[src/rtl/assert_macros.svh]
// Assertion macros used by the hash unit accumulator RTL.
`ifndef ASSERT_MACROS_SVH
`define ASSERT_MACROS_SVH
// Clocked assertion that is switched off while reset is active.
`define RPAH_ASSERT(lbl, prop, msg) \
  lbl: assert property (@(posedge clk_i) disable iff (!rst_ni) prop) else $error(msg);
// Clocked assertion that is checked during reset too.
`define RPAH_ASSERT_ALWAYS(lbl, prop, msg) \
  lbl: assert property (@(posedge clk_i) prop) else $error(msg);
`endif

[src/rtl/rpah_pkg.sv]
// Types, format codes and conversion functions of the row polynomial hash unit.
`timescale 1ns / 1ps
package rpah_pkg;
  localparam logic [3:0] FMT_DOUBLE = 4'd1;
  localparam logic [3:0] FMT_FLOAT  = 4'd2;
  localparam logic [3:0] FMT_S16    = 4'd3;
  localparam logic [3:0] FMT_S64A   = 4'd4;
  localparam logic [3:0] FMT_S64B   = 4'd5;
  localparam logic [3:0] FMT_S32    = 4'd6;
  localparam logic [3:0] FMT_S8     = 4'd7;
  localparam logic [3:0] FMT_U8     = 4'd8;
  localparam logic [3:0] FMT_U16    = 4'd9;
  localparam logic [3:0] FMT_U64A   = 4'd10;
  localparam logic [3:0] FMT_U64B   = 4'd11;
  localparam logic [3:0] FMT_U32    = 4'd12;

  localparam logic [1:0] REG_FORMAT  = 2'd0;
  localparam logic [1:0] REG_ROW_LEN = 2'd1;
  localparam logic [1:0] REG_SCALE   = 2'd2;

  typedef struct packed {
    logic [63:0] bits;
    logic        last;
  } elem_t;

  typedef struct packed {
    logic [31:0] value;
    logic        is_float;
    logic        last;
  } conv_t;

  typedef struct packed {
    logic [31:0] value;
    logic        last;
  } term_t;

  // Truncates a float toward zero to a saturated 32-bit signed integer.
  function automatic logic [31:0] float_to_int(input logic sgn, input logic signed [12:0] uexp,
                                               input logic [52:0] mant, input logic is_nan);
    logic [30:0] mag;
    logic [5:0]  sh;
    sh  = 6'd52 - uexp[5:0];
    mag = 31'(mant >> sh);
    if (is_nan) return 32'h0;
    else if (uexp >= 13'sd31) return sgn ? 32'h8000_0000 : 32'h7FFF_FFFF;
    else if (uexp < 13'sd0) return 32'h0;
    else return sgn ? (32'h0 - {1'b0, mag}) : {1'b0, mag};
  endfunction

  function automatic logic format_known(input logic [3:0] fmt);
    return (fmt >= FMT_DOUBLE) && (fmt <= FMT_U32);
  endfunction
endpackage

[src/rtl/rpah_convert.sv]
// Element conversion stage: raw bits to a 32-bit integer per the element format.
`timescale 1ns / 1ps
module rpah_convert import rpah_pkg::*; (
  input  logic       clk_i,
  input  logic       rst_ni,
  input  logic [3:0] fmt_i,
  input  logic       in_valid_i,
  output logic       in_ready_o,
  input  elem_t      in_i,
  output logic       out_valid_o,
  input  logic       out_ready_i,
  output conv_t      out_o
);
  logic        valid_q;
  conv_t       data_q, data_d;
  logic signed [12:0] ue_dbl, ue_sgl;

  assign in_ready_o = !valid_q || out_ready_i;

  always_comb begin
    ue_dbl = $signed({2'b0, in_i.bits[62:52]}) - 13'sd1023;
    ue_sgl = $signed({5'b0, in_i.bits[30:23]}) - 13'sd127;
    data_d = '0;
    data_d.last = in_i.last;
    unique case (fmt_i)
      FMT_DOUBLE: begin
        data_d.is_float = 1'b1;
        data_d.value = float_to_int(in_i.bits[63], ue_dbl, {1'b1, in_i.bits[51:0]},
                                    (in_i.bits[62:52] == 11'h7FF) && (in_i.bits[51:0] != '0));
      end
      FMT_FLOAT: begin
        data_d.is_float = 1'b1;
        data_d.value = float_to_int(in_i.bits[31], ue_sgl, {1'b1, in_i.bits[22:0], 29'b0},
                                    (in_i.bits[30:23] == 8'hFF) && (in_i.bits[22:0] != '0));
      end
      FMT_S16: data_d.value = {{16{in_i.bits[15]}}, in_i.bits[15:0]};
      FMT_S8:  data_d.value = {{24{in_i.bits[7]}}, in_i.bits[7:0]};
      FMT_U8:  data_d.value = {24'b0, in_i.bits[7:0]};
      FMT_U16: data_d.value = {16'b0, in_i.bits[15:0]};
      FMT_S64A, FMT_S64B, FMT_S32, FMT_U64A, FMT_U64B, FMT_U32:
        data_d.value = in_i.bits[31:0];
      default: data_d.value = 32'h0;
    endcase
  end

  always_ff @(posedge clk_i or negedge rst_ni) begin
    if (!rst_ni) begin
      valid_q <= 1'b0;
    end else if (in_ready_o) begin
      valid_q <= in_valid_i;
    end
  end

  always_ff @(posedge clk_i) begin
    if (in_ready_o && in_valid_i) begin
      data_q <= data_d;
    end
  end

  assign out_valid_o = valid_q;
  assign out_o       = data_q;
endmodule

[src/rtl/rpah_scale.sv]
// Scaling stage: multiplies converted floating elements by the scale register.
`timescale 1ns / 1ps
module rpah_scale import rpah_pkg::*; (
  input  logic        clk_i,
  input  logic        rst_ni,
  input  logic [19:0] scale_i,
  input  logic        in_valid_i,
  output logic        in_ready_o,
  input  conv_t       in_i,
  output logic        out_valid_o,
  input  logic        out_ready_i,
  output term_t       out_o
);
  logic  valid_q;
  term_t data_q, data_d;

  assign in_ready_o = !valid_q || out_ready_i;

  always_comb begin
    data_d.last  = in_i.last;
    data_d.value = in_i.is_float ? 32'(in_i.value * {12'b0, scale_i}) : in_i.value;
  end

  always_ff @(posedge clk_i or negedge rst_ni) begin
    if (!rst_ni) begin
      valid_q <= 1'b0;
    end else if (in_ready_o) begin
      valid_q <= in_valid_i;
    end
  end

  always_ff @(posedge clk_i) begin
    if (in_ready_o && in_valid_i) begin
      data_q <= data_d;
    end
  end

  assign out_valid_o = valid_q;
  assign out_o       = data_q;
endmodule

[src/rtl/rpah_accum.sv]
// Row hash recurrence, row closing, running total and the result register.
`timescale 1ns / 1ps
module rpah_accum import rpah_pkg::*; #(
  parameter int unsigned MAX_ROW_LENGTH = 65535
) (
  input  logic        clk_i,
  input  logic        rst_ni,
  input  logic [3:0]  fmt_i,
  input  logic [15:0] row_len_i,
  input  logic        in_valid_i,
  output logic        in_ready_o,
  input  term_t       in_i,
  output logic        out_valid_o,
  input  logic        out_ready_i,
  output logic [31:0] out_o
);
  `include "assert_macros.svh"

  logic [31:0] row_hash_q, row_hash_d, total_q, total_d, row_sum, len32, pos32;
  logic [15:0] pos_q, pos_d, pos_inc;
  logic        ov_q, go, close;
  logic [31:0] res_q;

  assign in_ready_o = !in_i.last || !ov_q || out_ready_i;
  assign go         = in_valid_i && in_ready_o;

  always_comb begin
    len32 = (row_len_i == 16'd0) ? 32'd1 : {16'b0, row_len_i};
    if (len32 > 32'(MAX_ROW_LENGTH)) len32 = 32'(MAX_ROW_LENGTH);
    row_sum = (row_hash_q << 5) - row_hash_q + in_i.value;
    pos_inc = pos_q + 16'd1;
    pos32   = {16'b0, pos_inc};
    close   = (pos32 >= len32) || (pos_inc == 16'd0) || in_i.last;
    total_d = (close && format_known(fmt_i)) ? total_q + row_sum : total_q;
    row_hash_d = close ? 32'd1 : row_sum;
    pos_d      = close ? 16'd0 : pos_inc;
  end

  always_ff @(posedge clk_i or negedge rst_ni) begin
    if (!rst_ni) begin
      row_hash_q <= 32'd1;
      total_q    <= 32'd0;
      pos_q      <= 16'd0;
      ov_q       <= 1'b0;
    end else begin
      if (go) begin
        row_hash_q <= row_hash_d;
        pos_q      <= pos_d;
        total_q    <= in_i.last ? 32'd0 : total_d;
      end
      if (go && in_i.last) ov_q <= 1'b1;
      else if (out_ready_i) ov_q <= 1'b0;
    end
  end

  always_ff @(posedge clk_i) begin
    if (go && in_i.last) res_q <= total_d;
  end

  assign out_valid_o = ov_q;
  assign out_o       = res_q;

  `RPAH_ASSERT(a_row_start_hash, (pos_q == 16'd0) |-> (row_hash_q == 32'd1), "row start hash not 1")
  `RPAH_ASSERT(a_last_loads_result, (go && in_i.last) |=> ov_q, "result not loaded")
  `RPAH_ASSERT(a_no_overwrite, (ov_q && !out_ready_i && in_valid_i && in_i.last) |-> !go,
               "pending result overwritten")
endmodule

[src/rtl/row_polynomial_array_hash_unit.sv]
// Top level of the row polynomial array hash unit.
`timescale 1ns / 1ps
// Streams array elements in, one per accepted request, and returns one 32-bit
// hash per array on the element flagged with tlast. Elements are split into
// rows of row_length elements (0 acts as 1, capped at MAX_ROW_LENGTH); each row
// hash starts at 1 and becomes 31 times itself plus the element, and finished
// rows are summed modulo 2^32. A partial row is closed by the last element.
// Rows closed under an unknown element format add nothing. The unit takes one
// element per clock in steady state. Each element passes an input conversion
// register, a scaling register (one 32x20 multiply for float formats) and the
// accumulator, whose result register takes the array total with its last
// element. The result register lets new elements keep flowing while a result
// waits; only a following last element stalls until that result is taken.
// Configuration writes are always accepted and must be made while idle.
module row_polynomial_array_hash_unit import rpah_pkg::*; #(
  parameter int unsigned MAX_ROW_LENGTH = 65535
) (
  input  logic        clk_i,
  input  logic        rst_ni,
  input  logic        s_axis_tvalid_i,
  output logic        s_axis_tready_o,
  input  logic [63:0] s_axis_tdata_i,   // element_bits[63:0]
  input  logic        s_axis_tlast_i,   // last_element
  output logic        m_axis_tvalid_o,
  input  logic        m_axis_tready_i,
  output logic [31:0] m_axis_tdata_o,   // hash_value[31:0]
  input  logic        cfg_valid_i,
  output logic        cfg_ready_o,
  input  logic [1:0]  cfg_index_i,
  input  logic [19:0] cfg_data_i
);
  logic [3:0]  fmt_q;
  logic [15:0] row_len_q;
  logic [19:0] scale_q;

  elem_t in_elem;
  conv_t conv;
  term_t term;
  logic  conv_valid, conv_ready, term_valid, term_ready;

  // Configuration registers; every request is taken at once.
  assign cfg_ready_o = 1'b1;

  always_ff @(posedge clk_i or negedge rst_ni) begin
    if (!rst_ni) begin
      fmt_q     <= FMT_S32;
      row_len_q <= 16'd1;
      scale_q   <= 20'd1;
    end else if (cfg_valid_i) begin
      unique case (cfg_index_i)
        REG_FORMAT:  fmt_q     <= cfg_data_i[3:0];
        REG_ROW_LEN: row_len_q <= cfg_data_i[15:0];
        REG_SCALE:   scale_q   <= cfg_data_i;
        default: ;
      endcase
    end
  end

  assign in_elem.bits = s_axis_tdata_i;
  assign in_elem.last = s_axis_tlast_i;

  rpah_convert u_convert (
    .clk_i, .rst_ni, .fmt_i(fmt_q),
    .in_valid_i(s_axis_tvalid_i), .in_ready_o(s_axis_tready_o), .in_i(in_elem),
    .out_valid_o(conv_valid), .out_ready_i(conv_ready), .out_o(conv)
  );

  rpah_scale u_scale (
    .clk_i, .rst_ni, .scale_i(scale_q),
    .in_valid_i(conv_valid), .in_ready_o(conv_ready), .in_i(conv),
    .out_valid_o(term_valid), .out_ready_i(term_ready), .out_o(term)
  );

  rpah_accum #(.MAX_ROW_LENGTH(MAX_ROW_LENGTH)) u_accum (
    .clk_i, .rst_ni, .fmt_i(fmt_q), .row_len_i(row_len_q),
    .in_valid_i(term_valid), .in_ready_o(term_ready), .in_i(term),
    .out_valid_o(m_axis_tvalid_o), .out_ready_i(m_axis_tready_i), .out_o(m_axis_tdata_o)
  );
endmodule
[config.mk]
export PLATFORM = sky130hd
export DESIGN_NAME = row_polynomial_array_hash_unit
export DESIGN_NICKNAME = d
export VERILOG_FILES = /design/src/rtl/rpah_pkg.sv /design/src/rtl/rpah_convert.sv /design/src/rtl/rpah_scale.sv /design/src/rtl/rpah_accum.sv /design/src/rtl/row_polynomial_array_hash_unit.sv
export VERILOG_INCLUDE_DIRS = /design/src /design/src/rtl
export SDC_FILE = /design/constraint.sdc
export NUM_CORES = 2
export LEC_CHECK = 0
export ABC_AREA = 1
export BUFFER_PORTS_ARGS = -buffer_cell sky130_fd_sc_hd__buf_2
export CELL_PAD_IN_SITES_DETAIL_PLACEMENT = 0
export CELL_PAD_IN_SITES_GLOBAL_PLACEMENT = 1
export CORE_ASPECT_RATIO = 0.6
export CORE_MARGIN = 1
export CORE_UTILIZATION = 43
export DETAILED_ROUTE_END_ITERATION = 16
export GPL_TIMING_DRIVEN = 0
export MAX_ROUTING_LAYER = met4
export PLACE_DENSITY = 0.9
export SLEW_MARGIN = 40
export SYNTH_ARGS = -nofsm -noshare
export SYNTH_HDL_FRONTEND = slang
export SYNTH_SLANG_ARGS = --single-unit
[constraint.sdc]
create_clock -name clk_i -period 6.8 [get_ports clk_i]
set_input_delay 1.36 -clock clk_i [delete_from_list [all_inputs] [get_ports clk_i]]
set_output_delay 1.36 -clock clk_i [all_outputs]
set_load 0.02 [all_outputs]
==> results by group <==
Placed design
  • Post-DP HPWL: 123000 µm
  • Final RePlAce weighted congestion: 1.06
  • Cell Count Post-Placement: 6700
  • Dpl ws: -1.57 ns
  • PortBufs: 123
  • Area after DPL: 38600 µm²

STA
  • Post-Route Skew: 0.0256 ns
  • RSZ-0062 raised after global routing: true
  • Final WS setup: 0.00645 ns
  • Fmax: 0.147 GHz
  • Worst Tran Pin Value: 0.966 ns
  • Minimum clock period: 6.79 ns
  • Fin. Hold Viols: 0
  • # setup viols final: 0
  • Hold_ws: 0.428 ns
  • Fin crit share: 99.9%
  • Max_slew headroom: 34.9%
  • Slew Viols, Final: 0

Drt
  • DR iter-0 viols: 4810
  • Post-DR wirelength/cell: 21.8 µm
  • DRC viols: 0
  • Detailed-route wire length: 149000 µm
  • DRT antenna net count: 0
  • Vias per inst: 5.49
  • DR vias: 37500
  • First drt pass iteration count: 6

Clock network
  • Clock root buffer: clkbuf_16
  • Cts hold-fix bufs: 0
  • Total CTS buffers: 28
  • CTS Buffer Depth: 3
  • Worst-Skew Late Latency: 0.60 ns
  • H-tree levels: 1
  • TritonCTS Sinks: 222
  • Clk slew on worst S/H paths: 0.06 ns
  • CTS tree: yes

Layout
  • Fin area: 41100 µm²
  • Post-route insts no fill: 6828
  • Share of layout cells above drive strength 1: 10.6%
  • Area delta synth->final: 13.0%
  • Reg area: 6080 µm²
  • Final nets: 6303
  • Area of the multi-input gates: 25800 µm²
  • Most common cell after layout, fill and taps aside: nand2_1
  • Fill count: 8520
  • Most frequent cells in the layout: 1837 x nand2_1, 1020 x inv_1, 470 x nand3_1

Setup path
  • CP delay by family, top: adder cells
  • CP Class: reg -> reg
  • Worst Setup Start Kind: register
  • WP data arrival: 7.18 ns
  • Worst Path Max Fanout: 10
  • CP startpoint: u_convert.out_o[16]
  • Reg2reg start: u_convert.out_o[16]
  • Worst Path Buf+Inv: 4
  • Worst path max stage delay: 0.58 ns
  • Critical-path top delay cell: fa_1
  • Required @ worst endpoint: 7.19 ns
  • Crit path cell chain: buf_2 > nand2_1 > fa_1 > fa_1 > fa_1 > inv_1 > fa_1 > fa_1 > fa_1 > inv_1 > fa_1 > inv_1 > ha_4 > nand2_2 > nor4_4 > nand3_1 > nand3_4 > a31o_4 > a21oi_2 > or2_2 > a31oi_4
  • Crit-path most repeated cell: fa_1
  • Crit end category: register

Synth
  • Asr flop ratio synth: 55.4%
  • Synth cell types: 60
  • Syn. warnings: 0
  • Syn_nets: 6085
  • Yosys reg bits: 222
  • Number of synthesized flops with an enable pin: 99
  • Post-Syn Area: 36400 µm²
  • Syn Area/Cell: 6.69 µm²
  • Seq/Total Area, Yosys: 16.6%
  • Main synth FF type: dfrtp_1
  • Cells after Synth: 5439

Global routing
  • Congestion Overflow GR: 0
  • Largest net degree at the start of global routing: 63
  • Total track usage: 35.6%
  • First-pass GRT wire length: 222000 µm
  • Vias in the first global route: 35100
  • Initial antenna violation count: 9

Run
  • MaxCap Viol Count: 0

Worst hold path
  • Worst Hold Class: reg -> reg
  • Min-delay src: u_convert.out_o[0]

Die
  • # IOs: 127
  • Overall die height: 227 µm
  • Die W: 378 µm
  • Initial core utilization: 43.5%
  • Core footprint: 83600 µm²
  • Die area: 85800 µm²
  • Rows: 82

Status
  • Status: finished clean
==> path summary, 6_finish.rpt <==
path | end | slack, ns | cells after the start
min reg2reg | u_scale.out_o[0] | 0.43 | 0
max in group asynchronous | scale_q[13] | 5.27 | 2
min | u_scale.out_o[0] | 0.43 | 0
min in group asynchronous | u_accum.total_q[19] | 0.70 | 1
max reg2reg | u_scale.out_o[29] | 0.006 | 21
max | u_scale.out_o[29] | 0.006 | 21
==> synth_stat cells (all sizes together) (38+ instances only) <==
cell	n	area share (%)
xnor2	58	1.4
buf	111	1.9
dfrtp	118	8.1
xor2	84	2.1
fa	381	21
edfxtp	99	8.2
a21oi	143	2.0
nor2	243	2.8
o21ai	295	4.2
clkbuf	132	1.4
nand2	1865	19
ha	173	5.9
inv	1033	11
nand3	481	6.7
nand4	38	0.67
==> registers in the layout, indices dropped and copies added, names as in the netlist <==
| name | flops |
|---|---|
| u_convert.out_valid_o | 1 |
| u_scale.out_valid_o | 1 |
| u_accum.out_o | 32 |
| u_accum.pos_q | 16 |
| row_len_q | 16 |
| u_scale.out_o | 33 |
| u_accum.row_hash_q | 32 |
| u_accum.out_valid_o | 1 |
| scale_q | 20 |
| u_convert.out_o | 34 |
| fmt_q | 4 |
| u_accum.total_q | 32 |
==> per-stage QoR <==
stage,util [%],TNS [ns]
after floorplan,-,0
final,49.2,0
after global placement,45.9,-17.59
after detailed placement,46.1,-17.08
after global routing,49.2,-0.435
after CTS,48.2,-0.0379
==> timing repair <==
| action | CTS | global route |
|---|---|---|
| gates resized for setup | 197 | 122 |
| pin swaps | 8 | 58 |
| setup buffers | 37 | 43 |
| setup endpoints to repair | 19 | 15 |
| gates cloned | 0 | 0 |
==> cell families (layout without fill, tap and decap cells) <==
family	count (synthesis)	after routing	synth area share [%]
AOI/OAI and AO/OA	540	540	8.22
other	1	16	0.0103
adders and majority gates	554	554	26.9
DFF	222	222	16.6
and+or+nand+nor	2698	2698	30.7
xor gates and xnor gates	142	142	3.46
buffers and inverters	1277	1517	13.9
muxes	5	5	0.151
==> routing by layer <==
metal	wire [µm]	part of all wire [%]	GRT usage (%)	vias up
li1	-	-	-	17200
met1	68600	46	53.2	18100
met2	54900	37	44.5	2072
met3	22600	15	13.8	191
met4	2530	1.7	5.51	0
met5	0	0	-	-
==> cell type report <==
type	count	share of cell area [%]
repair buffers	207	3.40
diodes	15	0.0913
multi-input cells	3940	62.7
inverters	1034	9.44
well taps	1134	3.45
clock inverters	22	0.450
flip-flops and latches	222	14.8
plain buffers	224	3.96
clock buffers	30	1.72
Power is not shown: default switching activity piles up to over one toggle a cycle in this logic, so the estimate is an artifact.
